<file path="src/hw/rtl/sdw_pkg.sv">
`default_nettype none

package sdw_pkg;

    // Panel geometry.
    localparam int PANEL_WIDTH  = 240;
    localparam int PANEL_HEIGHT = 320;

    // Field widths of the result transaction.
    localparam int COL_W   = 8;
    localparam int ROW_W   = 9;
    localparam int PIXEL_W = 16;
    localparam int BYTE_W  = 8;

    // Frame store geometry.
    localparam int FRAME_DEPTH = PANEL_WIDTH * PANEL_HEIGHT;
    localparam int FRAME_AW    = $clog2(FRAME_DEPTH);

    // Window parameter store: four bytes, start then end, big-endian.
    localparam int PARAM_DEPTH = 4;
    localparam int PARAM_AW    = $clog2(PARAM_DEPTH);
    localparam int PARAM_CNT_W = $clog2(PARAM_DEPTH + 1);

    localparam logic [15:0] COL_TOP = 16'(PANEL_WIDTH - 1);
    localparam logic [15:0] ROW_TOP = 16'(PANEL_HEIGHT - 1);

    // Command codes.
    localparam logic [BYTE_W-1:0] CMD_SWRESET = 8'h01;
    localparam logic [BYTE_W-1:0] CMD_CASET   = 8'h2A;
    localparam logic [BYTE_W-1:0] CMD_RASET   = 8'h2B;
    localparam logic [BYTE_W-1:0] CMD_RAMWR   = 8'h2C;
    localparam logic [BYTE_W-1:0] CMD_MADCTL  = 8'h36;

    localparam int          MADCTL_BGR_BIT = 3;
    localparam logic [BYTE_W-1:0] MISO_IDLE = 8'hFF;

    // Exchange the red and blue fields of an RGB565 word.
    function automatic logic [PIXEL_W-1:0] rb_exchange(input logic [PIXEL_W-1:0] v);
        rb_exchange = {v[4:0], v[10:5], v[15:11]};
    endfunction

endpackage

`default_nettype wire

</file>
<file path="src/hw/rtl/sdw_ram.sv">
`default_nettype none

module sdw_ram #(
    parameter int WIDTH = 16,
    parameter int DEPTH = 4
) (
    input  wire logic                     aclk,
    input  wire logic                     we,
    input  wire logic [$clog2(DEPTH)-1:0] addr,
    input  wire logic [WIDTH-1:0]         wdata,
    output logic      [WIDTH-1:0]         rdata
);

    logic [WIDTH-1:0] mem [DEPTH];

    always_ff @(posedge aclk) begin
        if (we) begin
            mem[addr] <= wdata;
        end
        rdata <= mem[addr];
    end

endmodule

`default_nettype wire

</file>
<file path="src/hw/rtl/spi_display_ram_window_writer_unit.sv">
`default_nettype none

// Channel   Direction  Ports                                              Handshake
// s_        in         s_chip_select_level, s_data_not_command, s_data_byte  s_valid/s_ready
// m_        out        m_miso_byte, m_pixel_written, m_pixel_column,         m_valid/m_ready
//                      m_pixel_row, m_pixel_value, m_frame_cleared
//
// Each input transaction yields one result transaction. Most bytes are accepted and then
// handed off to the output register. A pixel write adds the frame store write between the
// two; a column-set or row-set byte that completes the window adds a read-back, as the four
// parameter bytes come back one per cycle from the parameter RAM, then a window update. After
// reset and after a software reset the frame store is swept to zero with s_ready low. A waiting
// result never blocks the next byte's acceptance, only the hand-off of that byte's result.
module spi_display_ram_window_writer_unit (
    input  wire logic                          aclk,
    input  wire logic                          aresetn,

    input  wire logic                          s_valid,
    output logic                               s_ready,
    input  wire logic                          s_chip_select_level,
    input  wire logic                          s_data_not_command,
    input  wire logic [sdw_pkg::BYTE_W-1:0]    s_data_byte,

    output logic                               m_valid,
    input  wire logic                          m_ready,
    output logic      [sdw_pkg::BYTE_W-1:0]    m_miso_byte,
    output logic                               m_pixel_written,
    output logic      [sdw_pkg::COL_W-1:0]     m_pixel_column,
    output logic      [sdw_pkg::ROW_W-1:0]     m_pixel_row,
    output logic      [sdw_pkg::PIXEL_W-1:0]   m_pixel_value,
    output logic                               m_frame_cleared
);

    import sdw_pkg::*;

    typedef enum logic [2:0] {
        ST_CLEAR,
        ST_IDLE,
        ST_WIN_RD,
        ST_WIN_APPLY,
        ST_PIX_WR,
        ST_FINISH
    } state_t;

    typedef enum logic [2:0] {
        OP_NONE,
        OP_COLSET,
        OP_ROWSET,
        OP_MADCTL,
        OP_MEMWR
    } op_t;

    state_t                 state_reg;
    op_t                    active_cmd_reg;
    logic [PARAM_CNT_W-1:0] param_count_reg;
    logic [2:0]             rd_cnt_reg;
    logic [31:0]            word_reg;
    logic [COL_W-1:0]       col_start_reg, col_end_reg, cursor_col_reg;
    logic [ROW_W-1:0]       row_start_reg, row_end_reg, cursor_row_reg;
    logic                   swap_rb_reg;
    logic                   high_pending_reg;
    logic [BYTE_W-1:0]      high_byte_reg;
    logic                   clear_pending_reg;
    logic [FRAME_AW-1:0]    clr_addr_reg;
    logic [FRAME_AW-1:0]    pix_addr_reg;

    // Staged result of the transaction in flight.
    logic                   res_written_reg;
    logic [COL_W-1:0]       res_col_reg;
    logic [ROW_W-1:0]       res_row_reg;
    logic [PIXEL_W-1:0]     res_value_reg;
    logic                   res_cleared_reg;

    logic                   m_valid_reg;
    logic                   m_pixel_written_reg;
    logic [COL_W-1:0]       m_pixel_column_reg;
    logic [ROW_W-1:0]       m_pixel_row_reg;
    logic [PIXEL_W-1:0]     m_pixel_value_reg;
    logic                   m_frame_cleared_reg;

    logic                   accept;
    logic                   out_free;

    // Parameter RAM port.
    logic                   prm_we;
    logic [PARAM_AW-1:0]    prm_addr;
    logic [BYTE_W-1:0]      prm_rdata;

    // Frame store port.
    logic                   frm_we;
    logic [FRAME_AW-1:0]    frm_addr;
    logic [PIXEL_W-1:0]     frm_wdata;

    // Window computation from the gathered parameter bytes.
    logic [15:0]            win_lo, win_hi, win_top, win_a, win_b;

    // Pixel path.
    logic [PIXEL_W-1:0]     pix_raw, pix_val;
    logic                   pix_in_window;
    logic [FRAME_AW-1:0]    pix_addr;

    assign s_ready  = (state_reg == ST_IDLE);
    assign accept   = s_valid && s_ready;
    assign out_free = !m_valid_reg || m_ready;

    assign m_valid         = m_valid_reg;
    assign m_miso_byte     = MISO_IDLE;
    assign m_pixel_written = m_pixel_written_reg;
    assign m_pixel_column  = m_pixel_column_reg;
    assign m_pixel_row     = m_pixel_row_reg;
    assign m_pixel_value   = m_pixel_value_reg;
    assign m_frame_cleared = m_frame_cleared_reg;

    // Parameter bytes are written on acceptance and read back one per cycle while the
    // window is rebuilt. The write lands at the accepting edge, so the read-back that
    // starts on the next cycle always sees it.
    always_comb begin
        prm_we   = 1'b0;
        prm_addr = rd_cnt_reg[PARAM_AW-1:0];
        if (state_reg == ST_IDLE) begin
            prm_addr = param_count_reg[PARAM_AW-1:0];
            prm_we   = accept && !s_chip_select_level && s_data_not_command
                       && (active_cmd_reg == OP_COLSET || active_cmd_reg == OP_ROWSET)
                       && (param_count_reg < PARAM_CNT_W'(PARAM_DEPTH));
        end
    end

    always_comb begin
        frm_we    = 1'b0;
        frm_addr  = pix_addr_reg;
        frm_wdata = res_value_reg;
        case (state_reg)
            ST_CLEAR: begin
                frm_we    = 1'b1;
                frm_addr  = clr_addr_reg;
                frm_wdata = '0;
            end
            ST_PIX_WR: begin
                frm_we = 1'b1;
            end
            default: begin
                frm_we = 1'b0;
            end
        endcase
    end

    // Start and end are swapped if given in reverse, then each is clamped to the panel.
    always_comb begin
        win_a   = word_reg[31:16];
        win_b   = word_reg[15:0];
        win_top = (active_cmd_reg == OP_COLSET) ? COL_TOP : ROW_TOP;
        win_lo  = (win_b < win_a) ? win_b : win_a;
        win_hi  = (win_b < win_a) ? win_a : win_b;
        if (win_lo > win_top) begin
            win_lo = win_top;
        end
        if (win_hi > win_top) begin
            win_hi = win_top;
        end
    end

    always_comb begin
        pix_raw       = {high_byte_reg, s_data_byte};
        pix_val       = swap_rb_reg ? rb_exchange(pix_raw) : pix_raw;
        pix_in_window = (cursor_row_reg <= row_end_reg) && (cursor_col_reg <= col_end_reg);
        pix_addr      = FRAME_AW'(FRAME_AW'(cursor_row_reg) * FRAME_AW'(PANEL_WIDTH))
                        + FRAME_AW'(cursor_col_reg);
    end

    always_ff @(posedge aclk) begin
        if (!aresetn) begin
            state_reg           <= ST_CLEAR;
            active_cmd_reg      <= OP_NONE;
            param_count_reg     <= '0;
            rd_cnt_reg          <= '0;
            col_start_reg       <= '0;
            col_end_reg         <= COL_W'(PANEL_WIDTH - 1);
            row_start_reg       <= '0;
            row_end_reg         <= ROW_W'(PANEL_HEIGHT - 1);
            cursor_col_reg      <= '0;
            cursor_row_reg      <= '0;
            swap_rb_reg         <= 1'b0;
            high_pending_reg    <= 1'b0;
            high_byte_reg       <= '0;
            clear_pending_reg   <= 1'b0;
            clr_addr_reg        <= '0;
            m_valid_reg         <= 1'b0;
        end else begin
            if (m_valid_reg && m_ready) begin
                m_valid_reg <= 1'b0;
            end

            case (state_reg)
                ST_CLEAR: begin
                    if (clr_addr_reg == FRAME_AW'(FRAME_DEPTH - 1)) begin
                        clr_addr_reg <= '0;
                        state_reg    <= ST_IDLE;
                    end else begin
                        clr_addr_reg <= clr_addr_reg + FRAME_AW'(1);
                    end
                end

                ST_IDLE: begin
                    if (accept) begin
                        res_written_reg <= 1'b0;
                        res_col_reg     <= '0;
                        res_row_reg     <= '0;
                        res_value_reg   <= '0;
                        res_cleared_reg <= 1'b0;
                        state_reg       <= ST_FINISH;

                        if (s_chip_select_level) begin
                            // Not addressed: plain idle reply, no state change.
                        end else if (!s_data_not_command) begin
                            param_count_reg <= '0;
                            case (s_data_byte)
                                CMD_CASET:  active_cmd_reg <= OP_COLSET;
                                CMD_RASET:  active_cmd_reg <= OP_ROWSET;
                                CMD_MADCTL: active_cmd_reg <= OP_MADCTL;
                                CMD_RAMWR: begin
                                    active_cmd_reg   <= OP_MEMWR;
                                    cursor_col_reg   <= col_start_reg;
                                    cursor_row_reg   <= row_start_reg;
                                    high_pending_reg <= 1'b0;
                                end
                                CMD_SWRESET: begin
                                    active_cmd_reg    <= OP_NONE;
                                    col_start_reg     <= '0;
                                    col_end_reg       <= COL_W'(PANEL_WIDTH - 1);
                                    row_start_reg     <= '0;
                                    row_end_reg       <= ROW_W'(PANEL_HEIGHT - 1);
                                    swap_rb_reg       <= 1'b0;
                                    res_cleared_reg   <= 1'b1;
                                    clear_pending_reg <= 1'b1;
                                end
                                default: active_cmd_reg <= OP_NONE;
                            endcase
                        end else begin
                            case (active_cmd_reg)
                                OP_COLSET, OP_ROWSET: begin
                                    // The fourth byte, and every byte after it, rebuilds
                                    // the window from the four stored bytes.
                                    if (param_count_reg < PARAM_CNT_W'(PARAM_DEPTH)) begin
                                        param_count_reg <= param_count_reg + PARAM_CNT_W'(1);
                                    end
                                    if (param_count_reg >= PARAM_CNT_W'(PARAM_DEPTH - 1)) begin
                                        rd_cnt_reg <= '0;
                                        state_reg  <= ST_WIN_RD;
                                    end
                                end
                                OP_MADCTL: begin
                                    swap_rb_reg <= s_data_byte[MADCTL_BGR_BIT];
                                end
                                OP_MEMWR: begin
                                    if (!high_pending_reg) begin
                                        high_byte_reg    <= s_data_byte;
                                        high_pending_reg <= 1'b1;
                                    end else begin
                                        high_pending_reg <= 1'b0;
                                        if (pix_in_window) begin
                                            res_written_reg <= 1'b1;
                                            res_col_reg     <= cursor_col_reg;
                                            res_row_reg     <= cursor_row_reg;
                                            res_value_reg   <= pix_val;
                                            pix_addr_reg    <= pix_addr;
                                            state_reg       <= ST_PIX_WR;
                                        end
                                        // The cursor moves even when the pixel falls
                                        // outside a window that shrank mid-write.
                                        if (cursor_col_reg >= col_end_reg) begin
                                            cursor_col_reg <= col_start_reg;
                                            if (cursor_row_reg >= row_end_reg) begin
                                                cursor_row_reg <= row_start_reg;
                                            end else begin
                                                cursor_row_reg <= cursor_row_reg + ROW_W'(1);
                                            end
                                        end else begin
                                            cursor_col_reg <= cursor_col_reg + COL_W'(1);
                                        end
                                    end
                                end
                                default: begin
                                    // Data with no active command is dropped.
                                end
                            endcase
                        end
                    end
                end

                ST_WIN_RD: begin
                    // Reads are registered: each byte is shifted in on the next count.
                    if (rd_cnt_reg != '0) begin
                        word_reg <= {word_reg[23:0], prm_rdata};
                    end
                    if (rd_cnt_reg == 3'(PARAM_DEPTH)) begin
                        state_reg <= ST_WIN_APPLY;
                    end else begin
                        rd_cnt_reg <= rd_cnt_reg + 3'(1);
                    end
                end

                ST_WIN_APPLY: begin
                    if (active_cmd_reg == OP_COLSET) begin
                        col_start_reg <= win_lo[COL_W-1:0];
                        col_end_reg   <= win_hi[COL_W-1:0];
                    end else begin
                        row_start_reg <= win_lo[ROW_W-1:0];
                        row_end_reg   <= win_hi[ROW_W-1:0];
                    end
                    state_reg <= ST_FINISH;
                end

                ST_PIX_WR: begin
                    state_reg <= ST_FINISH;
                end

                ST_FINISH: begin
                    if (out_free) begin
                        m_valid_reg         <= 1'b1;
                        m_pixel_written_reg <= res_written_reg;
                        m_pixel_column_reg  <= res_col_reg;
                        m_pixel_row_reg     <= res_row_reg;
                        m_pixel_value_reg   <= res_value_reg;
                        m_frame_cleared_reg <= res_cleared_reg;
                        if (clear_pending_reg) begin
                            clear_pending_reg <= 1'b0;
                            clr_addr_reg      <= '0;
                            state_reg         <= ST_CLEAR;
                        end else begin
                            state_reg <= ST_IDLE;
                        end
                    end
                end

                default: state_reg <= ST_IDLE;
            endcase
        end
    end

    sdw_ram #(
        .WIDTH (BYTE_W),
        .DEPTH (PARAM_DEPTH)
    ) u_param_ram (
        .aclk  (aclk),
        .we    (prm_we),
        .addr  (prm_addr),
        .wdata (s_data_byte),
        .rdata (prm_rdata)
    );

    sdw_ram #(
        .WIDTH (PIXEL_W),
        .DEPTH (FRAME_DEPTH)
    ) u_frame_ram (
        .aclk  (aclk),
        .we    (frm_we),
        .addr  (frm_addr),
        .wdata (frm_wdata),
        .rdata ()
    );

endmodule

`default_nettype wire

</file>
<file path="config.mk">
export PLATFORM = sky130hd
export DESIGN_NAME = spi_display_ram_window_writer_unit
export DESIGN_NICKNAME = d
export VERILOG_FILES = /design/src/hw/rtl/sdw_pkg.sv /design/src/hw/rtl/sdw_ram.sv /design/src/hw/rtl/spi_display_ram_window_writer_unit.sv
export SDC_FILE = /design/constraint.sdc
export NUM_CORES = 1
export LEC_CHECK = 0
export BUFFER_PORTS_ARGS = -buffer_cell sky130_fd_sc_hd__buf_2
export CORE_MARGIN = 1.5
export CORE_UTILIZATION = 54
export DETAILED_ROUTE_END_ITERATION = 8
export GPL_ROUTABILITY_DRIVEN = 0
export GPL_TIMING_DRIVEN = 1
export HOLD_SLACK_MARGIN = 0.06
export PLACE_DENSITY_LB_ADDON = 0.15
export RECOVER_POWER = 100
export SKIP_CTS_REPAIR_TIMING = 1
export SLEW_MARGIN = 10
export SYNTH_ARGS = -nofsm -noshare
export SYNTH_HDL_FRONTEND = slang
export SYNTH_SLANG_ARGS = --single-unit
</file>
<file path="constraint.sdc">
create_clock -name aclk -period 6.1 [get_ports aclk]
set_input_delay 1.22 -clock aclk [delete_from_list [all_inputs] [get_ports aclk]]
set_output_delay 1.22 -clock aclk [all_outputs]
set_load 0.01 [all_outputs]
</file>
==> impl_metrics.json <==
{
  "crit_type": "in -> reg",
  "cts.sinks": 234,
  "numCtsBuffers": 25,
  "start_util_pct": 55.8,
  "grt.overflow.total": 0,
  "worstPathRequired_ps": 6220,
  "total_switching_power_w": 0.000635,
  "netlist_top_cells_area": "edfxtp_1, dfxtp_1, ha_1, mux2i_1, nor2_1",
  "first_pass_iters": 6,
  "drc": 0,
  "async_flop_share_pct": 0,
  "synth_compound_area_share_pct": 12.9,
  "switching_share_pct": 20.0,
  "max_freq_mhz": 211,
  "ant_nets": 0,
  "outcome": "finished with violations",
  "crit_fanout": 39,
  "grt_pass1_wl_um": 38500,
  "critPathLaunchType": "input port",
  "synth_adder_area_share_pct": 5.37,
  "hold_viol_final": 0,
  "vias": 7564,
  "synth_top_area_share_pct": 36.7,
  "area_growth_pct": 10.3,
  "dp_cells": 1248,
  "internal_power_w": 0.00253,
  "grt_busiest_layer": "met2",
  "grt_use_met2_pct": 38.3,
  "syn_inst": 957,
  "power_w": 0.00317,
  "rsz0062_at_grt": "false",
  "period_minus_slack_ps": 4740,
  "leakagePower_nw": 4.27,
  "layout.cells.non_filler": 1294,
  "grt_pass1_vias": 7184,
  "yosysSeqAreaShare_pct": 55.0,
  "wire_per_inst_um": 18.3,
  "die_h_um": 145,
  "final_core_util_pct": 61.5,
  "cts.path.max_buffers": 3,
  "worstSkewPairLatency_ps": 520,
  "worstRegToRegCells": 14,
  "crit_path_top_delay_cell": "clkbuf_1",
  "cap_violations": 5,
  "rrSetupSlack_ps": 1830,
  "synth-xor-area-share_pct": 1.28,
  "max_slew_margin_pct": -33.1,
  "drive_above_1_share_pct": 7.39,
  "globalRouteTotalUtil_pct": 22.5,
  "worst_setup_path_end_kind": "flop",
  "dpl_cell_area_um2": 11400,
  "drv_slew": 155,
  "muxShareOfSynthArea_pct": 6.54,
  "timing.final.crit_share_pct": 77.7,
  "num_rows": 51,
  "ir_drop_uv": 269,
  "met3_usage_pct": 3.26,
  "fin_area_um2": 12100,
  "p_per_area_nw_per_um2": 262,
  "n_fill_cell": 1698,
  "reg2reg_to": "row_end_reg[0]",
  "min_path_cells": 0,
  "seqCellArea_um2": 6030,
  "clk_pin_slew_ps": 60,
  "synth.avg_cell_area_um2": 11.5,
  "portBuffers": 50,
  "final_common_cell": "edfxtp_1",
  "antenna_found_initial": 0,
  "die_w_um": 145,
  "final-setup-viol-count": 0,
  "violations": "capacitance limit, slew limit",
  "globalRouteMet1Util_pct": 30.6,
  "cts_max_level": 1,
  "ys_ff_latch": 234,
  "cpPeakStageDelay_ps": 1200,
  "fin_worst_skew_ps": 8.75,
  "crit_top_cell": "clkbuf_1",
  "synth_edf_count": 134,
  "syn_area_um2": 11000,
  "layout_common_cells": "edfxtp_1, dfxtp_1, nor2_1",
  "worstHoldStart": "u_param_ram.rdata[6]",
  "seqPwrFrac_pct": 52.3,
  "crit_chain": "clkbuf_1, inv_1, clkbuf_1, nor3_2, clkbuf_1",
  "multi_input_area_um2": 4520,
  "synth_flop_cell": "edfxtp_1",
  "io_pins": 59,
  "root_buffer": "clkbuf_16",
  "synth_top_family_by_area": "simple AND/OR/NAND/NOR gates",
  "cts_tree": "built",
  "synthSimpleGateAreaFrac_pct": 15.3,
  "tns_ps": 0,
  "whs_endpoint": "word_reg[6]",
  "n_antenna_cell": 0,
  "comb_power_share_pct": 1.5,
  "drt_iter0_markers": 604,
  "clkPwrFrac_pct": 46.2,
  "core_area_um2": 19700,
  "critical_path_arrival_ps": 4860,
  "hpwlAfterDp_um": 16700,
  "yosysTopAreaCell": "edfxtp_1",
  "ys_types": 78,
  "yosysWarnings": 0,
  "hp-class": "reg -> reg",
  "wl_um": 23700,
  "r2r-start": "word_reg[21]",
  "grt_max_degree": 40,
  "worstMarginPinSlew_ps": 2000,
  "viasPerCell": 5.85,
  "nets": 1071,
  "dieArea_um2": 21200
}
==> routing by layer <==
layer	share of wire [%]	vias to the layer above
met5	0	-
met4	1.8	0
met3	5.4	33
met2	49	217
met1	44	3623
li1	-	3691
==> cell usage after synthesis (6+ instances only) <==
cell type	instances
a21oi_1	39
o21a_1	10
nor4_1	14
o21ai_1	7
ha_1	47
o32a_1	10
dfxtp_1	100
mux4_2	8
and3_1	6
clkbuf_1	24
nor2_1	76
nor3_1	17
edfxtp_1	134
o21ai_0	35
inv_1	50
o31ai_1	7
xor2_1	11
nand2_1	56
o211ai_1	6
or3_1	7
nand2b_1	13
mux2_2	8
a21o_1	10
buf_4	8
nor2b_1	21
mux2i_1	30
nand3_1	35
nand4_1	15
a31oi_1	19
and2_1	33
==> power groups by stage <==
stage                     combinational [W]  clock (W)  sequential (W)
after floorplan                   0.0000297          0         0.00169
after global placement            0.0000472          0         0.00169
after detailed placement          0.0000478          0         0.00169
after global routing              0.0000510    0.00155         0.00166
final                             0.0000462    0.00146         0.00166
after CTS                         0.0000481    0.00149         0.00166
==> area by class of cell <==
type	count	share of cell area (%)
Multi-Input combinational cell	641	37.4
Tap cell	265	2.74
Timing Repair Buffer	58	1.91
Inverter	50	1.55
Sequential cell	234	49.8
Clock buffer	37	5.71
Clock inverter	9	0.828
==> logic make-up after synthesis <==
logic type               after synthesis
multiplexers                          55
other                                  1
AND/OR/NAND/NOR                      320
XOR/XNOR                              16
adder cells (fa/ha/maj)               47
AO/OA/AOI/OAI                        195
flip-flops                           234
buffers and inverters                 89
==> stage by stage <==
| stage | hold WS (ps) | setup WS [ps] |
|---|---|---|
| 6_report | 402 | 1360 |
| 5_1_grt | 415 | 968 |
| 4_1_cts | 399 | 2010 |
| 3_5_place_dp | 390 | 2010 |
| 3_3_place_gp | 386 | 2120 |
| 2_1_floorplan | 386 | 1350 |
==> critical path: cells and delay by family <==
family	cells	cell delay, ps
buf+inv	4	3220
simple gates	1	370
==> how the worst max path moves through the flow <==
stage	from	end	slack, ps	depth (start not counted)
final	aresetn	word_reg[16]	1360	5
after global routing	aresetn	word_reg[24]	970	5
after CTS	word_reg[9]	col_start_reg[7]	2010	14
after detailed placement	word_reg[8]	col_start_reg[7]	2010	14
after global placement	word_reg[8]	col_end_reg[5]	2120	13
after floorplan	aresetn	m_frame_cleared	1350	4
Power figures use the tool's default switching activity.
